[src/rtl/core/wse_pkg.sv]
`timescale 1ns / 1ps
// Shared types, codes and fixed field widths for the 2-D wave stencil engine.
// No dependencies; imported by every module of the block except wse_plane_ram.
package wse_pkg;

  // Fixed widths of the port fields
  localparam int OP_W        = 2;
  localparam int COORD_W     = 6;
  localparam int IN_W        = 32;
  localparam int KIND_W      = 2;
  localparam int GAIN_W      = 15;
  localparam int SIZE_W      = 7;
  localparam int CFG_INDEX_W = 1;
  localparam int CFG_DATA_W  = 15;

  // Register reset values and limits
  localparam logic [GAIN_W-1:0] GAIN_RESET = 15'd4096;
  localparam logic [SIZE_W-1:0] SIZE_RESET = 7'd64;
  localparam int MIN_SIZE   = 3;

  // Rounding of the Q16.32 product back to Q16.16
  localparam int FRAC_BITS  = 16;
  localparam int ROUND_HALF = 32768;

  // Three planes rotate through previous / current / next
  localparam int NUM_PLANES = 3;

  // Register indexes on the configuration port
  localparam logic [CFG_INDEX_W-1:0] REG_COUPLING_GAIN = 1'b0;
  localparam logic [CFG_INDEX_W-1:0] REG_ACTIVE_SIZE   = 1'b1;

  typedef enum logic [OP_W-1:0] {
    OP_LOAD    = 2'd0,
    OP_ADVANCE = 2'd1,
    OP_READ    = 2'd2
  } op_t;

  typedef enum logic [KIND_W-1:0] {
    KIND_LOAD_ACK  = 2'd0,
    KIND_STEP_DONE = 2'd1,
    KIND_READ_DATA = 2'd2
  } result_kind_t;

  typedef enum logic {
    ST_IDLE,
    ST_SWEEP
  } ctrl_state_t;

  // Sweep sequencer phases; also tags the read data in the cycle after the read is issued
  typedef enum logic [1:0] {
    PH_IDLE,
    PH_PRIME,
    PH_A,
    PH_B
  } sweep_phase_t;

  typedef struct packed {
    sweep_phase_t phase;
    logic         first_col;
    logic         last;
  } sweep_tag_t;

  typedef struct packed {
    logic wr;
    logic sat;
    logic done;
  } stencil_stat_t;

  // Plane number that follows p in the rotation order
  function automatic logic [1:0] plane_after(input logic [1:0] p);
    logic [1:0] q;
    case (p)
      2'd0:    q = 2'd1;
      2'd1:    q = 2'd2;
      default: q = 2'd0;
    endcase
    return q;
  endfunction

endpackage

[src/rtl/core/wse_stencil.sv]
`timescale 1ns / 1ps
// Stencil datapath: gathers neighbours, forms the Laplacian, scales, rounds,
// adds 2*cur - prev, saturates. Depends on wse_pkg.
module wse_stencil import wse_pkg::*; #(
  parameter int SW  = 32,
  parameter int MAW = 12
) (
  input  logic                 clk,
  input  logic                 rst,
  input  sweep_tag_t           tag,
  input  logic [MAW-1:0]       tag_addr,
  input  logic signed [SW-1:0] cur0,
  input  logic signed [SW-1:0] cur1,
  input  logic signed [SW-1:0] prv,
  input  logic [GAIN_W-1:0]    gain,
  output stencil_stat_t        stat,
  output logic [MAW-1:0]       wr_addr,
  output logic signed [SW-1:0] wr_data
);

  localparam int LW   = SW + 3;
  localparam int BW   = SW + 2;
  localparam int PW   = LW + GAIN_W + 1;
  localparam int SUMW = SW + 4;

  sweep_tag_t            tag_d;
  logic [MAW-1:0]        addr_d;
  logic signed [SW-1:0]  l_r, c_r, up_r, dn_r, pv_r;
  logic signed [SW-1:0]  left;
  logic signed [LW-1:0]  lap_c, lap_r;
  logic signed [BW-1:0]  base_c, base_r, base2_r;
  logic                  s1_vld, s1_last, s2_vld, s2_last;
  logic [MAW-1:0]        s1_addr, s2_addr;
  logic signed [PW-1:0]  prod_r, prod_rnd, term_w;
  logic signed [LW-1:0]  term;
  logic signed [SUMW-1:0] sum, smax, smin;
  logic                  over, under;

  // tag and stage valids
  always_ff @(posedge clk) begin
    if (rst) begin
      tag_d   <= '{phase: PH_IDLE, first_col: 1'b0, last: 1'b0};
      s1_vld  <= 1'b0;
      s1_last <= 1'b0;
      s2_vld  <= 1'b0;
      s2_last <= 1'b0;
    end else begin
      tag_d   <= tag;
      s1_vld  <= (tag_d.phase == PH_B);
      s1_last <= tag_d.last;
      s2_vld  <= s1_vld;
      s2_last <= s1_last;
    end
  end

  // Laplacian and 2*cur - prev once the right-hand cell arrives
  always_comb begin
    left   = tag_d.first_col ? cur0 : l_r;
    lap_c  = LW'(up_r) + LW'(dn_r) + LW'(left) + LW'(cur0) - (LW'(c_r) <<< 2);
    base_c = (BW'(c_r) <<< 1) - BW'(pv_r);
  end

  // capture read data, slide the row window, stage 1 and stage 2
  always_ff @(posedge clk) begin
    addr_d <= tag_addr;
    case (tag_d.phase)
      PH_PRIME: c_r <= cur0;
      PH_A: begin
        up_r <= cur0;
        dn_r <= cur1;
        pv_r <= prv;
      end
      PH_B: begin
        l_r     <= c_r;
        c_r     <= cur0;
        lap_r   <= lap_c;
        base_r  <= base_c;
        s1_addr <= addr_d;
      end
      default: ;
    endcase
    prod_r  <= PW'(lap_r) * PW'(signed'({1'b0, gain}));
    base2_r <= base_r;
    s2_addr <= s1_addr;
  end

  // round half up, add, saturate
  always_comb begin
    prod_rnd = prod_r + PW'(ROUND_HALF);
    term_w   = prod_rnd >>> FRAC_BITS;
    term     = LW'(term_w);
    sum      = SUMW'(base2_r) + SUMW'(term);
    smax     = SUMW'(signed'({1'b0, {(SW-1){1'b1}}}));
    smin     = -smax - SUMW'(1);
    over     = (sum > smax);
    under    = (sum < smin);
    if (over) begin
      wr_data = SW'(smax);
    end else if (under) begin
      wr_data = SW'(smin);
    end else begin
      wr_data = SW'(sum);
    end
    wr_addr   = s2_addr;
    stat.wr   = s2_vld;
    stat.sat  = s2_vld && (over || under);
    stat.done = s2_vld && s2_last;
  end

endmodule

[config.mk]
export PLATFORM = sky130hd
export DESIGN_NAME = wse_stencil
export DESIGN_NICKNAME = d
export VERILOG_FILES = /design/src/rtl/core/wse_pkg.sv /design/src/rtl/core/wse_stencil.sv
export SDC_FILE = /design/constraint.sdc
export NUM_CORES = 2
export LEC_CHECK = 0
export BUFFER_PORTS_ARGS = -buffer_cell sky130_fd_sc_hd__buf_2
export CORE_UTILIZATION = 55
export CTS_BUF_LIST = sky130_fd_sc_hd__clkbuf_8
export DETAILED_ROUTE_END_ITERATION = 8
export GPL_ROUTABILITY_DRIVEN = 1
export PLACE_DENSITY = 0.76
export SYNTH_ARGS = -nofsm -noshare
export SYNTH_HDL_FRONTEND = slang
export SYNTH_SLANG_ARGS = --single-unit
[constraint.sdc]
create_clock -name clk -period 7.5 [get_ports clk]
set_input_delay 1.5 -clock clk [delete_from_list [all_inputs] [get_ports clk]]
set_output_delay 1.5 -clock clk [all_outputs]
set_load 0.02 [all_outputs]
### Word level (Yosys, flattened, before mapping)

Cells that the tools add are included.
Widths: inputs -> output; s select.

| cells by class | value |
|---|---|
| $add $sub $neg | 7 |
| multipliers | 1 |
| $lt $le $gt $ge | 2 |
| eq/ne operators | 3 |
| muxes and demuxes | 3 |
| reduce and logical (&&, ||, !) cells | 4 |

Operators with widths:

| operator | number |
|---|---|
| $mux 32 | 3 |
| $add 51x17->51 const B | 1 |
| $mul 35x16->51 | 1 |
| $add 34x35->36 | 1 |
| $gt 36x32->1 const B | 1 |
| $lt 36x32->1 const B | 1 |
| $add 34x32->35 | 1 |
| $sub 35x34->35 | 1 |
| $add 33x32->34 | 1 |
| $sub 33x32->34 | 1 |
| $add 32x32->33 | 1 |
| $eq 2x2->1 const B | 2 |
| $eq 2x1->1 const B | 1 |
| $logic_and 1x1->1 | 2 |
| $reduce_or 2->1 | 1 |
| $logic_or 1x1->1 | 1 |

| storage, ports and cells | value |
|---|---|
| bits in registers | 358 |
| bits of input ports | 129 |
| output and inout bits | 47 |
| word-level logic and storage cells | 39 |

### Longest topological paths before layout

| logic depth | value |
|---|---|
| depth in word-level cells | 5 |
| depth in mapped cells | 25 |

### Worst setup path before layout

Ideal clock, no wire load.

| path | value |
|---|---|
| kind | in2reg |
| start | input gain[2] |
| end | register prod_r[50] |
| setup time | 127 ps |
| arrival | 7389 ps |
| required time | 7373 ps |
| setup slack | -16 ps |
| stages on the path | 22 |
| cells stage by stage | clkbuf_1 > clkbuf_1 > nand2_1 > fa_1 > fa_1 > fa_1 > fa_1 > inv_1 > fa_1 > inv_1 > fa_1 > inv_1 > ha_1 > a21o_1 > a21o_1 > a221o_1 > a31o_2 > a21oi_1 > o31a_1 > o31a_1 > nor3_1 > or3b_1 |

| on the way | value |
|---|---|
| longest elaborated chain between the ends | 1 |

Ends and longest elaborated chain:

| item | line | source |
|---|---|---|
| start: declaration | wse_stencil.sv:15 | `input logic [GAIN_W-1:0] gain,` |
| $mul 35x16->51 | wse_stencil.sv:82 | `prod_r <= PW'(lap_r) * PW'(signed'({1'b0, gain}));` |
| end signal: assignment | wse_stencil.sv:82 |  |
| end: declaration | wse_stencil.sv:34 | `logic signed [PW-1:0] prod_r, prod_rnd, term_w;` |

No other way between the ends.
A chain may end at the register's enable or synchronous reset.

### Worst setup path after layout

| path | value |
|---|---|
| start | input gain[1] |
| end | register prod_r[48] |

The elaborated chain is that of the path after synthesis.

==> flow_summary.ini <==
[floorplanning]
dieArea_um2 = 67020
pin_count = 176
die_w_um = 258.9
rows = 93
start_util_pct = 56.00
die_h_um = 258.9
core_area_um2 = 64810

[place]
dp_cells = 4574
port_buffers = 175
place.gp.congestion = 0.9564
dp_hpwl_um = 71710

[detailed_routing]
drt-pass1-iter-count = 6
wl_um = 87100
dr_wl_met2_um = 42810
dr_wl_met3_um = 5806
top_layer = met4
drc = 0
vias = 25480
wl_met1_um = 34490
wl_per_cell_um = 18.62
vias_per_cell = 5.446
drt.antenna.violating_nets = 0
drtIter0Drc = 1724

[synth]
yosys.area.top_type = fa_1
netlist_area_um2 = 36290
yosys_warnings = 0
syn_nets = 4472
ys.flop_type = edfxtp_1
synth-async-reset-ratio_pct = 0
synth_cell_type_count = 79
yosys-top-cells-area = fa_1 33%, edfxtp_1 20%, ha_1 7.6%
synth-edff-count = 241
seq_area_frac_synth_pct = 25.57
synth.avg_cell_area_um2 = 10.28
ys_ff_latch = 343
syn_inst = 3529
synth_top_cell_area_share_pct = 32.71

[cts]
clk_pin_slew_worst_paths_ps = 70
clockBufferDepth = 3
clock-sinks = 343
cts_tree = done
cts_root_buf = clkbuf_8
h-tree-depth = 2
clock_latency_ps = 670
cts_setup_buffers = 0
cts_made_buffers = 56

[worst_hold_path]
whs_path_depth = 0
min_from = base_r[17]
holdPathEnd = base2_r[17]
hold_path_class = reg2reg

[finish]
drive_gt1_share_pct = 12.17
fillCellCount = 5166
fin_cells = 4678
register_area_um2 = 9280
multiInputGateArea_um2 = 23870
nets = 4720
syn_to_final_growth_pct = 10.49

[critical_path]
critPathMaxStageDelay_ps = 550
reg2reg_depth = 20
r2r_slack_ps = 930
r2r_start = lap_r[12]
crit_arrival_ps = 7570
r2r_end = prod_r[48]
startpoint_type = primary input
crit_required_ps = 8110
crit_top_cell = fa_1
critPathKind = in2reg
crit_path_cell_trace = buf_2 -> buf_12 -> buf_4 -> nand2_1 -> fa_1 -> fa_1 -> fa_1 -> inv_1 -> fa_1 -> fa_1 -> inv_1 -> fa_1 -> inv_1 -> ha_1 -> a21o_1 -> nor3_1 -> o2bb2ai_1 -> a31oi_1 -> a221o_1 -> a311oi_2 -> buf_4 -> nor3_1 -> o21ai_0 -> o31a_1
endpoint_kind = flip-flop
cp_slowest_cell = fa_1
cp_max_fo = 13

[timing]
tightest_slew_ps = 1089
max_freq_ghz = 0.1437
finalMaxSlewViolations = 0
timing.final.crit_share_pct = 92.75
clock_skew_ps = 34.28
period_minus_slack_ps = 6957
hold_viol_final = 0
setup_violations = 0
maxSlewHeadroom_pct = 27.41
rsz0062_at_grt = false

[run]
cap_violations = 0

[global_routing]
gr-total-overflow = 0
grt_first_pass_wirelength_um = 141100
grt_usage_pct = 27.16
grt_pass1_vias = 26920
grt_max_degree = 69
antenna_found_initial = 2

[status]
run_status = completed
==> placed cells by master (no fill, tap or decap), types with 8 or more instances in the layout <==
master,count
buf_12,14
o21bai_1,15
ha_1,221
dfxtp_1,101
a21oi_1,128
o21ai_0,69
xor2_1,50
nand3_1,41
mux2_2,31
a21o_1,76
and4_1,8
nor3_1,27
a211oi_1,13
and3_1,25
o21ai_2,16
a21boi_0,8
xnor2_1,115
nor2b_1,26
o21a_1,22
buf_2,175
clkbuf_8,59
o211ai_1,15
nand2b_1,11
nor2_1,69
buf_4,125
inv_1,735
nand4_1,28
edfxtp_1,241
and2_1,217
fa_1,593
a31oi_1,11
nand2_1,409
==> flip-flops by register name (all words and copies together), names as in the netlist <==
register,flops
wr_addr,12
prod_r,36
base_r,34
tag_d,4
s2_last,1
s2_vld,1
dn_r,32
addr_d,12
l_r,32
lap_r,35
base2_r,34
pv_r,32
s1_addr,12
c_r,32
s1_last,1
s1_vld,1
up_r,32
==> critical path: cells and delay by family <==
family | cells | cell delay, ps
AO/OA/AOI/OAI | 7 | 1520
adder cells (fa/ha/maj) | 7 | 3330
buffers and inverters | 7 | 870
AND/OR/NAND/NOR | 3 | 320
==> routing by layer <==
metal  GRT usage (%)  vias up
met5               0        -
met4           11.55        0
met3           3.707      199
met2           46.57      930
met1           34.53    12680
li1                -    11660
==> Yosys cell counts (all sizes together) (6+ instances only) <==
cell      n
inv     711
fa      593
nand2   409
edfxtp  241
ha      221
and2    218
a21oi   128
clkbuf  117
xnor2   115
dfxtp   102
o21ai    86
a21o     76
nor2     69
xor2     50
nand3    41
mux2     31
nand4    28
nor2b    27
nor3     27
and3     25
o21a     22
o211ai   16
o21bai   15
a211oi   14
a31oi    13
nand2b   11
a21boi    8
and4      8
buf       7
o22ai     7
o31a      6
or3       6
==> worst max path at each step <==
stage,slack [ps],from,cells after the start,endpoint
after global placement,-280,gain[2],20,prod_r[41]
after detailed placement,-190,gain[2],20,prod_r[41]
after global routing,160,prod_r[15],18,stat[1]
after CTS,460,prod_r[21],17,stat[1]
final,540,gain[1],24,prod_r[48]
after floorplan,30,gain[3],22,prod_r[50]
==> cell type report <==
class	instances	area share (%)
Multi-Input combinational cell	2351	59.53
Sequential cell	343	23.14
Inverter	711	6.655
Timing Repair Buffer	314	5.223
Tap cell	855	2.668
Clock buffer	59	2.025
Clock inverter	44	0.7457
Antenna cell	1	0.006240
==> through the flow <==
step                worst slack (ps)  TNS (ps)  hold WS [ps]  utilization [%]  instance area [um^2]
finish                         543.4         0         334.1            61.87                 40100
CTS                            459.9         0         336.1            61.84                 40080
global placement              -276.6    -627.3         323.5            60.13                 38970
detailed placement            -193.0    -539.2         326.9            60.13                 38970
floorplan                      26.35         0         323.3                -                 36290
global route                   164.5         0         342.4            61.87                 40100
==> cell families (layout without fill, tap and decap cells) <==
family	after synthesis	count (layout)	share of synthesized area (%)
mux	35	35	1.072
buf+inv	835	1128	8.729
other cells	0	1	0
fa+ha+maj	814	814	40.33
flops	343	343	25.57
xor+xnor	165	165	3.982
compound gates	451	451	8.491
simple gates	886	886	11.83
==> timing repair <==
item / in CTS / in global routing
resized for setup: 0 / 2
hold buffers: 0 / 0
setup endpoints to repair: 0 / 2
Power is left out: the tool's default activity adds up to more than one toggle a clock period on the data nets, which glitch-free logic cannot reach.
