$ cat config.mk
export PLATFORM = sky130hd
export DESIGN_NAME = wse_sweep
export DESIGN_NICKNAME = d
export VERILOG_FILES = /design/src/rtl/core/wse_pkg.sv /design/src/rtl/core/wse_sweep.sv
export SDC_FILE = /design/constraint.sdc
export NUM_CORES = 1
export LEC_CHECK = 0
export ABC_AREA = 0
export BUFFER_PORTS_ARGS = -buffer_cell sky130_fd_sc_hd__buf_2
export CAP_MARGIN = 20
export CORE_MARGIN = 2
export CORE_UTILIZATION = 46
export DETAILED_ROUTE_END_ITERATION = 6
export PLACE_DENSITY = 0.83
export SYNTH_ARGS = -nofsm -noshare
export SYNTH_HDL_FRONTEND = slang
export SYNTH_SLANG_ARGS = --single-unit
export TNS_END_PERCENT = 5
$ cat constraint.sdc
create_clock -name clk -period 3.5 [get_ports clk]
set_clock_uncertainty 0.2 [all_clocks]
set_input_delay 0.175 -clock clk [delete_from_list [all_inputs] [get_ports clk]]
set_output_delay 0.175 -clock clk [all_outputs]
set_load 0.01 [all_outputs]
$ cat src/rtl/core/wse_pkg.sv
`timescale 1ns / 1ps
// Shared types, codes and fixed field widths for the 2-D wave stencil engine.
// No dependencies; imported by every module of the block except wse_plane_ram.
package wse_pkg;

  // Fixed widths of the port fields
  localparam int OP_W        = 2;
  localparam int COORD_W     = 6;
  localparam int IN_W        = 32;
  localparam int KIND_W      = 2;
  localparam int GAIN_W      = 15;
  localparam int SIZE_W      = 7;
  localparam int CFG_INDEX_W = 1;
  localparam int CFG_DATA_W  = 15;

  // Register reset values and limits
  localparam logic [GAIN_W-1:0] GAIN_RESET = 15'd4096;
  localparam logic [SIZE_W-1:0] SIZE_RESET = 7'd64;
  localparam int MIN_SIZE   = 3;

  // Rounding of the Q16.32 product back to Q16.16
  localparam int FRAC_BITS  = 16;
  localparam int ROUND_HALF = 32768;

  // Three planes rotate through previous / current / next
  localparam int NUM_PLANES = 3;

  // Register indexes on the configuration port
  localparam logic [CFG_INDEX_W-1:0] REG_COUPLING_GAIN = 1'b0;
  localparam logic [CFG_INDEX_W-1:0] REG_ACTIVE_SIZE   = 1'b1;

  typedef enum logic [OP_W-1:0] {
    OP_LOAD    = 2'd0,
    OP_ADVANCE = 2'd1,
    OP_READ    = 2'd2
  } op_t;

  typedef enum logic [KIND_W-1:0] {
    KIND_LOAD_ACK  = 2'd0,
    KIND_STEP_DONE = 2'd1,
    KIND_READ_DATA = 2'd2
  } result_kind_t;

  typedef enum logic {
    ST_IDLE,
    ST_SWEEP
  } ctrl_state_t;

  // Sweep sequencer phases; also tags the read data in the cycle after the read is issued
  typedef enum logic [1:0] {
    PH_IDLE,
    PH_PRIME,
    PH_A,
    PH_B
  } sweep_phase_t;

  typedef struct packed {
    sweep_phase_t phase;
    logic         first_col;
    logic         last;
  } sweep_tag_t;

  typedef struct packed {
    logic wr;
    logic sat;
    logic done;
  } stencil_stat_t;

  // Plane number that follows p in the rotation order
  function automatic logic [1:0] plane_after(input logic [1:0] p);
    logic [1:0] q;
    case (p)
      2'd0:    q = 2'd1;
      2'd1:    q = 2'd2;
      default: q = 2'd0;
    endcase
    return q;
  endfunction

endpackage

$ cat src/rtl/core/wse_sweep.sv
`timescale 1ns / 1ps
// Sweep sequencer: walks the active square row by row and issues plane reads.
// Depends on wse_pkg.
module wse_sweep import wse_pkg::*; #(
  parameter int GRID_SIDE = 64,
  parameter int MAW       = 12
) (
  input  logic              clk,
  input  logic              rst,
  input  logic              go,
  input  logic [SIZE_W-1:0] size_cfg,
  output logic [MAW-1:0]    cur_ra0,
  output logic [MAW-1:0]    cur_ra1,
  output logic [MAW-1:0]    prv_ra,
  output sweep_tag_t        tag,
  output logic [MAW-1:0]    tag_addr,
  output logic              active
);

  localparam int AW = (GRID_SIDE > 1) ? $clog2(GRID_SIDE) : 1;
  localparam int CW = $clog2(GRID_SIDE + 1);

  sweep_phase_t  ph, ph_next;
  logic [AW-1:0] i, i_next, j, j_next;
  logic [CW-1:0] n, n_next;
  logic          last_i, last_j;
  logic [AW-1:0] n_m2, up_i, dn_i, rt_j;

  function automatic logic [MAW-1:0] cell_addr(input logic [AW-1:0] r, input logic [AW-1:0] c);
    return MAW'(r) * MAW'(GRID_SIDE) + MAW'(c);
  endfunction

  // neighbour rows / columns with mirrored edges
  always_comb begin
    last_i = (CW'(i) == n - CW'(1));
    last_j = (CW'(j) == n - CW'(1));
    n_m2   = AW'(n - CW'(2));
    up_i   = (i == '0) ? AW'(1) : i - AW'(1);
    dn_i   = last_i ? n_m2 : i + AW'(1);
    rt_j   = last_j ? n_m2 : j + AW'(1);
  end

  // phase register and counters
  always_ff @(posedge clk) begin
    if (rst) begin
      ph <= PH_IDLE;
      i  <= '0;
      j  <= '0;
      n  <= CW'(MIN_SIZE);
    end else begin
      ph <= ph_next;
      i  <= i_next;
      j  <= j_next;
      n  <= n_next;
    end
  end

  // next phase, read addresses and data tag
  always_comb begin
    ph_next  = ph;
    i_next   = i;
    j_next   = j;
    n_next   = n;
    cur_ra0  = cell_addr(i, j);
    cur_ra1  = cell_addr(dn_i, j);
    prv_ra   = cell_addr(i, j);
    tag_addr = cell_addr(i, j);
    tag      = '{phase: PH_IDLE, first_col: 1'b0, last: 1'b0};
    active   = (ph != PH_IDLE);
    case (ph)
      PH_IDLE: begin
        if (go) begin
          ph_next = PH_PRIME;
          i_next  = '0;
          j_next  = '0;
          if (int'(size_cfg) < MIN_SIZE) begin
            n_next = CW'(MIN_SIZE);
          end else if (int'(size_cfg) > GRID_SIDE) begin
            n_next = CW'(GRID_SIDE);
          end else begin
            n_next = CW'(size_cfg);
          end
        end
      end
      PH_PRIME: begin
        // centre of the first column of the row
        cur_ra0   = cell_addr(i, '0);
        tag.phase = PH_PRIME;
        ph_next   = PH_A;
      end
      PH_A: begin
        // cells above and below, and the previous-plane cell
        cur_ra0   = cell_addr(up_i, j);
        cur_ra1   = cell_addr(dn_i, j);
        tag.phase = PH_A;
        ph_next   = PH_B;
      end
      PH_B: begin
        // right-hand cell; slides into the centre afterwards
        cur_ra0       = cell_addr(i, rt_j);
        tag.phase     = PH_B;
        tag.first_col = (j == '0);
        tag.last      = last_i && last_j;
        if (last_j) begin
          j_next = '0;
          if (last_i) begin
            ph_next = PH_IDLE;
          end else begin
            i_next  = i + AW'(1);
            ph_next = PH_PRIME;
          end
        end else begin
          j_next  = j + AW'(1);
          ph_next = PH_A;
        end
      end
      default: ph_next = PH_IDLE;
    endcase
  end

endmodule

# Yosys cells after proc, flatten, opt, wreduce, memory -nomap -nowiden
# Index checks and enable logic that the tools add are counted.
# word_totals
in_bits,10
output_inout_bits,53
elab_cells,50
register_bits,21
# op_classes
n_eq_ne,8
muxes,18
add_sub_neg,9
n_lt_le_gt_ge,2
n_reduce_logical,9
# op_table
cell,count
12-bit by 6-bit adder with 12-bit output,4
6-bit two-way mux,7
12-bit one-hot mux with 3 select lines,1
6-bit one-hot mux with 2 select lines,2
6-bit by 7-bit equality test with 1-bit output,2
7-bit two-way mux,2
6-bit by 1-bit adder with 6-bit output (second input constant),2
6-bit zero test,2
2-bit one-hot mux with 4 select lines,1
7-bit greater-than comparator (second input constant),1
7-bit by 2-bit < comparator with 1-bit output (second input constant),1
7-bit by 1-bit subtractor with 7-bit output (second input constant),1
2-bit two-way mux,3
2-bit != test (second input constant),3
2-bit one-hot mux with 3 select lines,1
6-bit by 1-bit subtractor with 6-bit output (second input constant),1
6-bit by 2-bit subtractor with 6-bit output (second input constant),1
2-bit equality test (second input constant),2
2-bit AND reduction,2
4-bit AND reduction,1
2-bit nonzero test,2
2-bit by 1-bit equality test with 1-bit output (second input constant),1
2-bit zero test,1
1-bit logical AND,1
1-bit two-way mux,1

# Longest topological paths before layout
# depth
word_depth,5
mapped_depth,10
depth_no_buf,8

# Worst setup path before layout
# No wires, ideal clock.
# synth_path
path_type,register to output
start,register n[1]
end,output cur_ra0[2]
path_slack_ns,0.387
path_buffers,1
required_ns,3.125
stages_incl_launch_ff,10
t_arrival_ns,2.738
path_cell_list,dfxtp_1 inv_1 ha_1 buf_4 or3b_4 o31a_1 or4_4 nor3_4 mux2i_1 a221o_1
# synth_between
elab_chain_len,5
elab_cells_between_ends,6
cone_classes,3 x add/sub; 1 x eq/ne; 2 x mux
# synth_rtl
item,line_no,text
"start, declared",wse_sweep.sv:25,"logic [CW-1:0] n, n_next;"
"start signal, assigned",wse_sweep.sv:49,n <= CW'(MIN_SIZE);
"start signal, assigned",wse_sweep.sv:54,n <= n_next;
7-bit by 1-bit subtractor with 7-bit output,wse_sweep.sv:36,last_j = (CW'(j) == n - CW'(1));
6-bit by 7-bit equality test with 1-bit output,wse_sweep.sv:36,
6-bit two-way mux (*),wse_sweep.sv:40,rt_j = last_j ? n_m2 : j + AW'(1);
12-bit by 6-bit adder with 12-bit output (*),wse_sweep.sv:30,return MAW'(r) * MAW'(GRID_SIDE) + MAW'(c);
12-bit one-hot mux with 3 select lines (*),wse_sweep.sv:70,case (ph)
"end, declared",wse_sweep.sv:12,"output logic [MAW-1:0] cur_ra0,"
# Every way passes the cells marked *; elsewhere a longest branch is shown, timed or not.

# Worst setup path in the final report
# layout_path
start,register n[1]
end,output cur_ra0[4]
# Same word-level chain as after synthesis.

==> impl_results.md <==
* HP Class: primary input to flip-flop
* I/O pins at 63
* Starting DRT DRC Count at 205
* Share of cells above drive strength 1 at 27.4%
* Crit. End Element: output pin
* R2R Setup Slk at 0.53 ns
* DP Area at 0.00226 mm²
* Mapped cell area at between 0.002 and 0.0025 mm²
* H-tree depth at 1
* Clock Sinks at 21
* Crit path required time at 3.12 ns
* Slew Limit Fails at 0
* Pin count of the biggest net entering global routing at 29
* Seq cells post-synth at 21
* Site row count at 24
* Routed vias/inst at 5.77
* Post-synthesis sequential area ratio at 20.5%
* Die ar. at 0.00502 mm²
* Vias at about 2,100
* Cell count after synthesis at 278
* FF-to-FF Start: n[2]$_SDFFE_PP0P_
* Peak supply drop at 0.000166 V
* Post-Route Setup TNS at 0 ns
* Clock latency on the worst-skew pair at 0.26 ns
* Number of max-cap violations at 0
* Library cells used by synthesis at 52
* Fin crit share at 94.9%
* Wirelength, routed at ~5500 µm
* Clock buffer count from CTS at 3
* Worst-Margin Slew at around 0.55 ns
* Async set-reset flop share out of synthesis at 0%
* Clock-pin slew on the worst setup and hold paths at around 0.08 ns
* Total power at between 0.6 and 0.7 mW
* Outcome: completed
* Main flop type after synthesis: dfxtp_1
* Clk buf depth at 2
* Syn nets at 296
* Maximum clock frequency at 0.301 GHz
* DR WL/cell at 15.0 µm
* Global-route wire length before repair at 9010 µm
* Final ANT Viol Nets at 0
* CTS tree: done
* GPL Wtd Cong at 0.883
* R2R cell count at 8
* Commonest non-fill, non-tap cell in the layout: buf_2
* Ys Warns at 0
* Die Wd at roughly 71 µm
* NumNets Final at around 330
* Crit Path Class: flip-flop to output pin
* Vias in the first global route at 1,863
* Final setup violation count at 0
* Total track usage at 21.9%
* Synthesis-to-layout area growth at 13.6%
* Worst r2r dst: i[3]$_SDFFE_PP0P_
* I/O Buffers at 62
* Pwr dens at 281 mW/mm²
* Minimum clock period at roughly 3.3 ns
* Core Region at between 0.004 and 0.005 mm²
* DRC viols at 0
* Hpwl dp at 4100 µm
* Router iterations before antenna repair at 4
* Avg Inst Size Synth at 7.39 µm²
* Worst setup endpoint: cur_ra0[4]
* Final Cell Area at about 0.0023 mm²
* Final Hold Viols at 0
* Crit. Startpoint: n[1]$_SDFFE_PP1P_
* CP Data Arrival Time at 2.95 ns
* Commonest non-fill, non-tap cells in the layout: 62 x buf_2, 23 x nor2_1, 20 x nand2_1, 20 x a21oi_1, 19 x dfxtp_1
* RSZ-0062 raised after global routing: no
* Rel. slew slack at ~64%
* Antenna diodes at 0
* Type of origin of the critical path: flip-flop
* Number of synthesized flops with an enable pin at 0
* Root Buffer: clkbuf_8
* Static leakage power at 1.06 nW
* GRT Residual Overflow at 0
* Initial cell density of the core at a little under half
* Antenna violations before repair at 0
* Final Core Density at 54.0%
* Largest fanout on the critical path at 7
* Die height at 70.8 µm
-- Yosys cell counts (6+ instances only) --
cell	instances	area share, %
o31ai_1	6	2.2
nor3b_1	7	2.6
nand2_1	20	3.7
a21oi_1	20	4.9
a31oi_1	9	2.7
inv_1	14	2.6
ha_1	8	4.9
nor4_1	6	1.8
clkbuf_1	19	3.5
nand3_1	14	3.4
mux2i_1	7	3.4
xnor2_1	11	4.7
nor2_1	23	4.2
xor2_1	8	3.4
nor3_1	10	2.4
dfxtp_1	21	20
buf_4	19	6.9
-- flip-flops by register name, summed over array words and instances (netlist names) --
name  count
i         6
ph        2
j         6
n         7
-- worst max-delay path: stages (launching register included) --
cell and delay (ns):
dfxtp_2 0.35, inv_2 0.08, ha_1 0.16, or3b_4 0.40
o31a_1 0.32, or4_4 0.46, nor3_4 0.25, buf_6 0.16
mux2i_1 0.19, o221ai_1 0.13, buf_2 0.17
-- cells by family (layout without fill, tap and decap cells) --
logic type	count (synthesis)	count (layout)	share of synthesized area [%]
xor+xnor	21	21	10.4
flops	21	21	20.5
simple gates	103	103	26.7
fa+ha+maj	8	8	4.87
buf+inv	55	91	13.9
mux	8	8	3.96
compound gates	62	62	19.8
-- worst min path at each step --
stage	startpoint	end	depth (start not counted)
2_1_floorplan	size_cfg[6]	n[0]$_SDFFE_PP1P_	1
3_3_place_gp	size_cfg[6]	n[1]$_SDFFE_PP1P_	2
3_5_place_dp	size_cfg[6]	n[1]$_SDFFE_PP1P_	2
4_1_cts	go	n[6]$_SDFFE_PP0P_	3
5_1_grt	size_cfg[1]	n[1]$_SDFFE_PP1P_	3
6_report	size_cfg[1]	n[1]$_SDFFE_PP1P_	3
-- power by group --
part / total [mW] / internal, mW / switching (mW)
sequential: 0.265 / 0.248 / 0.0168
combinational: 0.223 / 0.0919 / 0.131
clock: 0.167 / 0.0813 / 0.0860
-- metal layers --
| metal | share of wire [%] | up-vias | routed length, µm | GRT usage [%] |
|---|---|---|---|---|
| met5 | 0 | - | 0 | 0 |
| met4 | 0.67 | 0 | 37 | 5.66 |
| met3 | 6.7 | 4 | 369 | 2.85 |
| met2 | 47 | 88 | 2570 | 34.8 |
| met1 | 46 | 971 | 2510 | 31.3 |
| li1 | - | 1050 | - | - |
-- what timing repair did --
action,in CTS,in global routing
endpoints found under the setup margin,0,5
endpoints found under the hold margin,2,0
hold buffers,1,0
resized for setup,0,4
buffers inserted,0,2
-- area by class of cell --
type | instances | area [µm²]
fillers | 436 | 1990
multi-input cells | 202 | 1350
flip-flops and latches | 21 | 423
repair buffers | 73 | 399
well taps | 52 | 65.1
inverters | 14 | 52.6
clock buffers | 4 | 45.0
-- per-stage QoR --
| stage | setup WS (ns) | hold WS, ns | instances |
|---|---|---|---|
| finish | 0.180 | 0.0163 | 366 |
| global route | 0.0838 | 0.0385 | 366 |
| CTS | 0.0208 | 0.0206 | 364 |
| detailed placement | 0.323 | 0.263 | 359 |
| global placement | 0.389 | 0.260 | 359 |
| floorplan | 0.387 | 0.0770 | 278 |
(Power assumes the default switching activity.)
